**src/rtl/rpn_stack_calculator_top_assert.svh**
```systemverilog
// ----------------------------------------------------------------------------
// RPN stack calculator assertion macros
// Concurrent check wrappers; empty when SYNTH is defined.
// ----------------------------------------------------------------------------
`ifndef RPN_STACK_CALCULATOR_TOP_ASSERT_SVH
`define RPN_STACK_CALCULATOR_TOP_ASSERT_SVH

`ifndef SYNTH
`define RSC_ASSERT_IMPLIES(lbl, ante, cons) \
  lbl: assert property (@(posedge clk) disable iff (rst) (ante) |-> (cons)) \
    else $error("rsc assertion failed");
`define RSC_ASSERT_NEXT(lbl, ante, cons) \
  lbl: assert property (@(posedge clk) disable iff (rst) (ante) |=> (cons)) \
    else $error("rsc assertion failed");
`else
`define RSC_ASSERT_IMPLIES(lbl, ante, cons)
`define RSC_ASSERT_NEXT(lbl, ante, cons)
`endif

`endif

```
**src/rtl/rsc_pkg.sv**
```systemverilog
// ----------------------------------------------------------------------------
// RPN stack calculator package
// Shared types, codes and constants.
// ----------------------------------------------------------------------------
package rsc_pkg;

  localparam int DATA_W          = 32;
  localparam int OPERAND_W       = 31;
  localparam int KIND_W          = 3;
  localparam int STATUS_W        = 2;
  localparam int STACK_DEPTH_DEF = 16;
  localparam int CNT_W           = $clog2(DATA_W);

  typedef enum logic [KIND_W-1:0] {
    KIND_NUM   = 3'd0,
    KIND_ADD   = 3'd1,
    KIND_SUB   = 3'd2,
    KIND_MUL   = 3'd3,
    KIND_DIV   = 3'd4,
    KIND_PRINT = 3'd5
  } kind_t;

  typedef enum logic [STATUS_W-1:0] {
    STAT_OK      = 2'd0,
    STAT_UNDER   = 2'd1,
    STAT_OVER    = 2'd2,
    STAT_DIVZERO = 2'd3
  } status_t;

  typedef enum logic [1:0] {
    ALU_ADD,
    ALU_SUB,
    ALU_MUL,
    ALU_DIV
  } alu_op_t;

  typedef enum logic [1:0] {
    A_IDLE,
    A_DIV,
    A_FIN
  } alu_state_t;

  typedef enum logic [2:0] {
    ST_IDLE,
    ST_DECODE,
    ST_RD_R,
    ST_RD_L,
    ST_EXEC,
    ST_RD_P,
    ST_EMIT
  } state_t;

  typedef struct packed {
    logic    start;
    alu_op_t op;
  } alu_req_t;

  typedef struct packed {
    logic busy;
    logic done;
  } alu_rsp_t;

endpackage

```
**src/rtl/rpn_stack_calculator_top.sv**
```systemverilog
// ----------------------------------------------------------------------------
// RPN stack calculator top level
// Token sequencer around the operand store and the shared arithmetic unit.
// Divide time is set by the one-bit-per-cycle divide loop.
// One token at a time: tready is high only between tokens.
// Reset (rst, synchronous): stack empty, no result pending.
// ----------------------------------------------------------------------------
module rpn_stack_calculator_top
  import rsc_pkg::*;
#(
  parameter int STACK_DEPTH = STACK_DEPTH_DEF
) (
  input  logic                clk,
  input  logic                rst,
  input  logic                s_tvalid,
  output logic                s_tready,
  input  logic [DATA_W-1:0]   s_tdata,   // [30:0] operand, [31] zero pad
  input  logic [KIND_W-1:0]   s_tuser,   // [2:0] kind
  output logic                m_tvalid,
  input  logic                m_tready,
  output logic [DATA_W-1:0]   m_tdata,   // [31:0] value
  output logic [STATUS_W-1:0] m_tuser    // [1:0] status
);

  localparam int AW  = $clog2(STACK_DEPTH);
  localparam int SPW = $clog2(STACK_DEPTH + 1);

  state_t               state;
  state_t               state_next;
  logic [SPW-1:0]       sp;
  logic [SPW-1:0]       sp_next;
  logic [SPW-1:0]       sp_m1;
  logic [SPW-1:0]       sp_m2;
  logic [KIND_W-1:0]    kind_q;
  logic [OPERAND_W-1:0] operand_q;
  logic [DATA_W-1:0]    r_q;
  logic [DATA_W-1:0]    res_value;
  logic [STATUS_W-1:0]  res_status;
  logic                 set_err;
  status_t              err_code;
  logic                 take_pop;

  logic                 wr_en;
  logic [AW-1:0]        wr_addr;
  logic [DATA_W-1:0]    wr_data;
  logic                 rd_en;
  logic [AW-1:0]        rd_addr;
  logic [DATA_W-1:0]    rd_data;

  alu_req_t             alu_req;
  alu_rsp_t             alu_rsp;
  logic [DATA_W-1:0]    alu_result;
  logic                 out_load;

  assign sp_m1 = sp - SPW'(1);
  assign sp_m2 = sp - SPW'(2);

  rsc_stack #(
    .DEPTH (STACK_DEPTH)
  ) u_stack (
    .clk     (clk),
    .wr_en   (wr_en),
    .wr_addr (wr_addr),
    .wr_data (wr_data),
    .rd_en   (rd_en),
    .rd_addr (rd_addr),
    .rd_data (rd_data)
  );

  rsc_alu u_alu (
    .clk    (clk),
    .rst    (rst),
    .req    (alu_req),
    .a      (rd_data),
    .b      (r_q),
    .rsp    (alu_rsp),
    .result (alu_result)
  );

  always_comb begin
    state_next  = state;
    sp_next     = sp;
    s_tready    = 1'b0;
    wr_en       = 1'b0;
    wr_addr     = sp[AW-1:0];
    wr_data     = {1'b0, operand_q};
    rd_en       = 1'b0;
    rd_addr     = sp_m1[AW-1:0];
    alu_req     = '{start: 1'b0, op: ALU_ADD};
    set_err     = 1'b0;
    err_code    = STAT_UNDER;
    take_pop    = 1'b0;
    out_load    = 1'b0;

    case (kind_q)
      KIND_ADD: alu_req.op = ALU_ADD;
      KIND_SUB: alu_req.op = ALU_SUB;
      KIND_MUL: alu_req.op = ALU_MUL;
      default:  alu_req.op = ALU_DIV;
    endcase

    case (state)
      ST_IDLE: begin
        s_tready = 1'b1;
        if (s_tvalid) begin
          state_next = ST_DECODE;
        end
      end
      ST_DECODE: begin
        case (kind_q)
          KIND_NUM: begin
            if (sp >= SPW'(STACK_DEPTH)) begin
              set_err  = 1'b1;
              err_code = STAT_OVER;
            end else begin
              wr_en      = 1'b1;
              sp_next    = sp + SPW'(1);
              state_next = ST_IDLE;
            end
          end
          KIND_ADD, KIND_SUB, KIND_MUL, KIND_DIV: begin
            if (sp < SPW'(2)) begin
              set_err = 1'b1;
            end else begin
              rd_en      = 1'b1;
              state_next = ST_RD_R;
            end
          end
          KIND_PRINT: begin
            if (sp == '0) begin
              set_err = 1'b1;
            end else begin
              rd_en      = 1'b1;
              sp_next    = sp_m1;
              state_next = ST_RD_P;
            end
          end
          default: state_next = ST_IDLE;
        endcase
      end
      ST_RD_R: begin
        rd_en      = 1'b1;
        rd_addr    = sp_m2[AW-1:0];
        state_next = ST_RD_L;
      end
      ST_RD_L: begin
        if (kind_q == KIND_DIV && r_q == '0) begin
          set_err  = 1'b1;
          err_code = STAT_DIVZERO;
        end else begin
          alu_req.start = 1'b1;
          state_next    = ST_EXEC;
        end
      end
      ST_EXEC: begin
        wr_addr = sp_m2[AW-1:0];
        wr_data = alu_result;
        if (alu_rsp.done) begin
          wr_en      = 1'b1;
          sp_next    = sp_m1;
          state_next = ST_IDLE;
        end
      end
      ST_RD_P: begin
        take_pop   = 1'b1;
        state_next = ST_EMIT;
      end
      ST_EMIT: begin
        if (!m_tvalid || m_tready) begin
          out_load   = 1'b1;
          state_next = ST_IDLE;
        end
      end
      default: state_next = ST_IDLE;
    endcase

    if (set_err) begin
      sp_next    = '0;
      state_next = ST_EMIT;
    end
  end

  always_ff @(posedge clk) begin
    if (rst) begin
      state    <= ST_IDLE;
      sp       <= '0;
      m_tvalid <= 1'b0;
    end else begin
      state <= state_next;
      sp    <= sp_next;
      if (out_load) begin
        m_tvalid <= 1'b1;
      end else if (m_tready) begin
        m_tvalid <= 1'b0;
      end
    end
  end

  always_ff @(posedge clk) begin
    if (s_tready && s_tvalid) begin
      kind_q    <= s_tuser;
      operand_q <= s_tdata[OPERAND_W-1:0];
    end
    if (state == ST_RD_R) begin
      r_q <= rd_data;
    end
    if (set_err) begin
      res_value  <= '0;
      res_status <= err_code;
    end else if (take_pop) begin
      res_value  <= rd_data;
      res_status <= STAT_OK;
    end
    if (out_load) begin
      m_tdata <= res_value;
      m_tuser <= res_status;
    end
  end

`include "rpn_stack_calculator_top_assert.svh"

  `RSC_ASSERT_IMPLIES(a_sp_range, 1'b1, sp <= SPW'(STACK_DEPTH))
  `RSC_ASSERT_IMPLIES(a_alu_done_exec, alu_rsp.done, state == ST_EXEC)
  `RSC_ASSERT_IMPLIES(a_alu_start_idle, alu_req.start, !alu_rsp.busy)
  `RSC_ASSERT_NEXT(a_err_empties, set_err, sp == '0 && state == ST_EMIT)
  `RSC_ASSERT_IMPLIES(a_wr_state, wr_en, state == ST_DECODE || state == ST_EXEC)

endmodule

```
**src/rtl/rsc_stack.sv**
```systemverilog
// ----------------------------------------------------------------------------
// RPN stack calculator operand store
// Single write port, single registered read port.
// ----------------------------------------------------------------------------
module rsc_stack
  import rsc_pkg::*;
#(
  parameter int DEPTH = STACK_DEPTH_DEF
) (
  input  logic                     clk,
  input  logic                     wr_en,
  input  logic [$clog2(DEPTH)-1:0] wr_addr,
  input  logic [DATA_W-1:0]        wr_data,
  input  logic                     rd_en,
  input  logic [$clog2(DEPTH)-1:0] rd_addr,
  output logic [DATA_W-1:0]        rd_data
);

  logic [DATA_W-1:0] mem [DEPTH];

  always_ff @(posedge clk) begin
    if (wr_en) begin
      mem[wr_addr] <= wr_data;
    end
  end

  always_ff @(posedge clk) begin
    if (rd_en) begin
      rd_data <= mem[rd_addr];
    end
  end

endmodule

```
**src/rtl/rsc_alu.sv**
```systemverilog
// ----------------------------------------------------------------------------
// RPN stack calculator arithmetic unit
// Add, subtract and multiply are registered straight from the request; signed divide one bit per cycle.
// ----------------------------------------------------------------------------
module rsc_alu
  import rsc_pkg::*;
(
  input  logic              clk,
  input  logic              rst,
  input  alu_req_t          req,
  input  logic [DATA_W-1:0] a,
  input  logic [DATA_W-1:0] b,
  output alu_rsp_t          rsp,
  output logic [DATA_W-1:0] result
);

  alu_state_t          astate;
  alu_state_t          astate_next;
  logic                done;
  logic [DATA_W-1:0]   rem;
  logic [DATA_W-1:0]   quo;
  logic [DATA_W-1:0]   divisor;
  logic                neg;
  logic [CNT_W-1:0]    cnt;
  logic [2*DATA_W-1:0] prod;
  logic [DATA_W:0]     rem_sh;
  logic [DATA_W:0]     diff;

  assign prod   = a * b;
  assign rem_sh = {rem, quo[DATA_W-1]};
  assign diff   = rem_sh - {1'b0, divisor};

  always_comb begin
    astate_next = astate;
    case (astate)
      A_IDLE: begin
        if (req.start && req.op == ALU_DIV) begin
          astate_next = A_DIV;
        end
      end
      A_DIV: begin
        if (cnt == CNT_W'(DATA_W - 1)) begin
          astate_next = A_FIN;
        end
      end
      A_FIN:   astate_next = A_IDLE;
      default: astate_next = A_IDLE;
    endcase
  end

  always_ff @(posedge clk) begin
    if (rst) begin
      astate <= A_IDLE;
      done   <= 1'b0;
    end else begin
      astate <= astate_next;
      done   <= (astate == A_IDLE && req.start && req.op != ALU_DIV) ||
                (astate == A_FIN);
    end
  end

  always_ff @(posedge clk) begin
    case (astate)
      A_IDLE: begin
        if (req.start) begin
          case (req.op)
            ALU_ADD: result <= a + b;
            ALU_SUB: result <= a - b;
            ALU_MUL: result <= prod[DATA_W-1:0];
            default: begin
              rem     <= '0;
              quo     <= a[DATA_W-1] ? -a : a;
              divisor <= b[DATA_W-1] ? -b : b;
              neg     <= a[DATA_W-1] ^ b[DATA_W-1];
              cnt     <= '0;
            end
          endcase
        end
      end
      A_DIV: begin
        if (!diff[DATA_W]) begin
          rem <= diff[DATA_W-1:0];
          quo <= {quo[DATA_W-2:0], 1'b1};
        end else begin
          rem <= rem_sh[DATA_W-1:0];
          quo <= {quo[DATA_W-2:0], 1'b0};
        end
        cnt <= cnt + CNT_W'(1);
      end
      A_FIN: begin
        result <= neg ? -quo : quo;
      end
      default: ;
    endcase
  end

  assign rsp.busy = (astate != A_IDLE);
  assign rsp.done = done;

endmodule
```
**config.mk**
```make
export PLATFORM = sky130hd
export DESIGN_NAME = rpn_stack_calculator_top
export DESIGN_NICKNAME = d
export VERILOG_FILES = /design/src/rtl/rsc_pkg.sv /design/src/rtl/rpn_stack_calculator_top.sv /design/src/rtl/rsc_stack.sv /design/src/rtl/rsc_alu.sv
export VERILOG_INCLUDE_DIRS = /design/src /design/src/rtl
export SDC_FILE = /design/constraint.sdc
export NUM_CORES = 2
export LEC_CHECK = 0
export BUFFER_PORTS_ARGS = -buffer_cell sky130_fd_sc_hd__buf_2
export CAP_MARGIN = 20
export CORE_ASPECT_RATIO = 1.2
export CORE_MARGIN = 4
export CORE_UTILIZATION = 60
export DETAILED_ROUTE_END_ITERATION = 10
export GPL_ROUTABILITY_DRIVEN = 1
export HOLD_SLACK_MARGIN = 0.12
export PLACE_DENSITY = 0.74
export SYNTH_ARGS = -nofsm -noshare
export SYNTH_HDL_FRONTEND = slang
export SYNTH_SLANG_ARGS = --single-unit
```
**constraint.sdc**
```tcl
create_clock -name clk -period 9 [get_ports clk]
set_input_delay 0 -clock clk [delete_from_list [all_inputs] [get_ports clk]]
set_output_delay 0 -clock clk [all_outputs]
set_load 0.005 [all_outputs]
```
==> results.ini <==
[die]
fp-row-count=119
pin_count=75
initial_core_util=0.604
fp.coreArea_sq_um=87500
die_w_microns=279
die_h_microns=333
dieArea_sq_um=93000

[synthesis]
synthArstFlopShare=0
ys_seq_elements=824
syn-num-nets=4998
synth_cells=4351
yosysSeqAreaShare=0.459
synth_fa_ha_area_frac=0.202
synthXorXnorAreaFrac=0.0402
syn-cell-area_sq_um=52900
ys_types=73
synth_compound_area_frac=0.0651
synthMuxAreaShare=0.0676
synthSimpleGateAreaFrac=0.117
synth_top_family_by_area=adder cells
yosysWarnings=0
yosys_most_used_dff=edfxtp_1
synth_edf_count=780
postSynthAreaPerCell_sq_um=12.2

[worst_setup_path]
worst-path-max-fanout=21
required_ns=9.38
crit_buf_inv=3
crit_start=u_stack.rd_data[5]
crit_path_end_kind=flop
crit_slowest_cell=edfxtp_1
cp-start-kind=flop
arrival_ns=8.57
crit_family=adder cells
cp_slowest_stage_delay_ns=0.99
rr_startpoint=u_stack.rd_data[5]
cp_common_cell=fa_1
cp_cell_sequence=buf_4, and2_1, fa_1, fa_1, inv_1, fa_1, fa_1, inv_1, ha_1, ha_1, fa_1, fa_1, ha_1, a21o_1, a2111oi_0, o21bai_1, a22oi_1, o21ai_0, o41ai_1, o21ai_0, xnor2_1, a221oi_1
path_class=flop to flop

[detailed_routing]
drc=0
avgViaCountPerCell=6.03
wl_microns=132000
antenna_left=0
wl_per_cell_microns=23.4
drt_iter0_markers=2805
dr_total_vias=33990
drtPass1Iterations=8

[clocking]
cts_tree=yes
clk_pin_slew_worst_paths_ns=0.07
cts_resized=0
holdBufCountCts=71
root_buffer=clkbuf_16
post_cts_buffers=0
cts_max_level=3
clock_latency_ns=0.67
cts_sinks=824
cts_buffers=82
cts_buffer_depth=3

[finish]
layout_commonest_cell=edfxtp_1
multi_input_area_sq_um=26200
seq_area_sq_um=24300
antennaDiodeCount=0
layout_common_cells=edfxtp_1 (780), nand2_1 (557), inv_1 (438)
drive_above_1_share=0.108
area_growth_syn_to_layout_pct=10.1
fin_nets=5072
num-fill-cells=6324

[timing]
finClkSkew_ns=0.0428
final-hold-violation-count=0
period_share=0.909
max_slew_margin=0.253
rsz0062_at_grt=false
slew_violations=0
fmax_mhz=122
tightest_slew_ns=1.12
period_minus_slack_ns=8.18
finalSetupTns_ns=0
setup_viol=0

[place]
io_buffers=73
gp_congestion=0.923
hpwl_microns=87500

[hold_path]
hold_path_class=primary input to flop
min_from=rst

[global_routing]
overflow=0
grt_pass1_wl_microns=206000
first_global_vias=35760
grt_use_total=0.288
antenna_found_initial=3
grt_max_degree=129

[run_status]
status=finished, final reports clean

[run]
maxCapViolCount=0

## state kept, by name, summed over array words and instances, names as in the netlist, 2 cells and up
name,flops
u_stack.rd_data,32
u_alu.result,32
u_alu.rem,32
state,3
sp,5
u_alu.divisor,32
m_tuser,2
m_tdata,32
operand_q,31
u_alu.cnt,5
res_value,32
kind_q,3
r_q,32
u_alu.quo,32
u_alu.astate,2
res_status,2
u_stack.mem,512
## final timing paths
check                      to  slack (ns)  cells after the start
max reg2reg  u_alu.result[31]        0.82                     22
max          u_alu.result[31]        0.82                     22
min           u_alu.astate[0]        0.15                      3
min reg2reg        m_tuser[0]        0.42                      0
## synthesized netlist by cell type, drive strengths merged (5+ instances only)
cell type,instances,share of area
o211ai,13,0.0018
nand2b,29,0.0036
and2,321,0.038
xor2,110,0.018
nand3b,14,0.0020
o21bai,5,0.00071
o41ai,16,0.0026
a211o,6,0.00099
mux4,128,0.054
fa,410,0.16
edfxtp,780,0.44
buf,28,0.0023
nor3,38,0.0037
ha,198,0.047
a21boi,5,0.00071
a22oi,12,0.0017
o21a,28,0.0040
mux2i,67,0.013
nor4,8,0.0011
a211oi,60,0.0085
nor2,118,0.0084
nand4,9,0.0011
nor2b,46,0.0054
or3,30,0.0037
a21o,25,0.0035
a21oi,159,0.015
o31a,5,0.00083
o31ai,36,0.0051
inv,438,0.031
dfxtp,44,0.017
or2,13,0.0015
xnor2,133,0.022
clkbuf,222,0.016
a2111oi,6,0.00099
nand3,28,0.0026
a31oi,12,0.0014
o21ai,119,0.011
or4,19,0.0029
nand2,557,0.040
and3,7,0.00083
## worst register-to-register path, cell delays in order, from the launching register on
cell       delay (ns)
edfxtp_1         0.99
buf_4            0.40
and2_1           0.19
fa_1             0.44
fa_1             0.40
inv_1            0.08
fa_1             0.41
fa_1             0.49
inv_1            0.05
ha_1             0.27
ha_1             0.28
fa_1             0.51
fa_1             0.43
ha_1             0.38
a21o_1           0.21
a2111oi_0        0.55
o21bai_1         0.11
a22oi_1          0.44
o21ai_0          0.23
o41ai_1          0.47
o21ai_0          0.21
xnor2_1          0.27
a221oi_1         0.11
## kinds of logic (layout without fill, tap and decap cells)
logic type / Yosys count / after routing
simple gates: 1251 / 1251
flops: 824 / 824
buf+inv: 688 / 828
fa+ha+maj: 608 / 608
compound gates: 540 / 540
xor+xnor: 243 / 243
mux: 197 / 197
## cell type report
type / instances / share of cell area
Clock buffer: 96 / 0.0370
Clock inverter: 54 / 0.0114
Inverter: 438 / 0.0282
Multi-Input combinational cell: 2839 / 0.450
Sequential cell: 824 / 0.417
Tap cell: 1149 / 0.0247
Timing Repair Buffer: 240 / 0.0316
## per-layer routing
metal	wire [microns]	up-vias	part of all wire	GRT usage
li1	-	15103	-	-
met1	50200	17224	0.38	0.371
met2	66600	1356	0.50	0.493
met3	10300	305	0.078	0.0525
met4	4930	2	0.037	0.103
met5	13	-	0.000098	0
## stage by stage
stage / hold slack (ns) / utilization / cell area [sq um] / std cells / worst slack (ns)
floorplan: 0.0691 / - / 52900 / 4351 / 1.73
global placement: 0.176 / 0.625 / 54700 / 5416 / 1.02
detailed placement: 0.178 / 0.625 / 54700 / 5418 / 0.886
CTS: 0.125 / 0.665 / 58200 / 5639 / 0.846
global route: 0.165 / 0.666 / 58300 / 5640 / 0.372
finish: 0.153 / 0.666 / 58300 / 5640 / 0.817
Power is not shown: default switching activity piles up to over one toggle a cycle in this logic, so the estimate is an artifact.
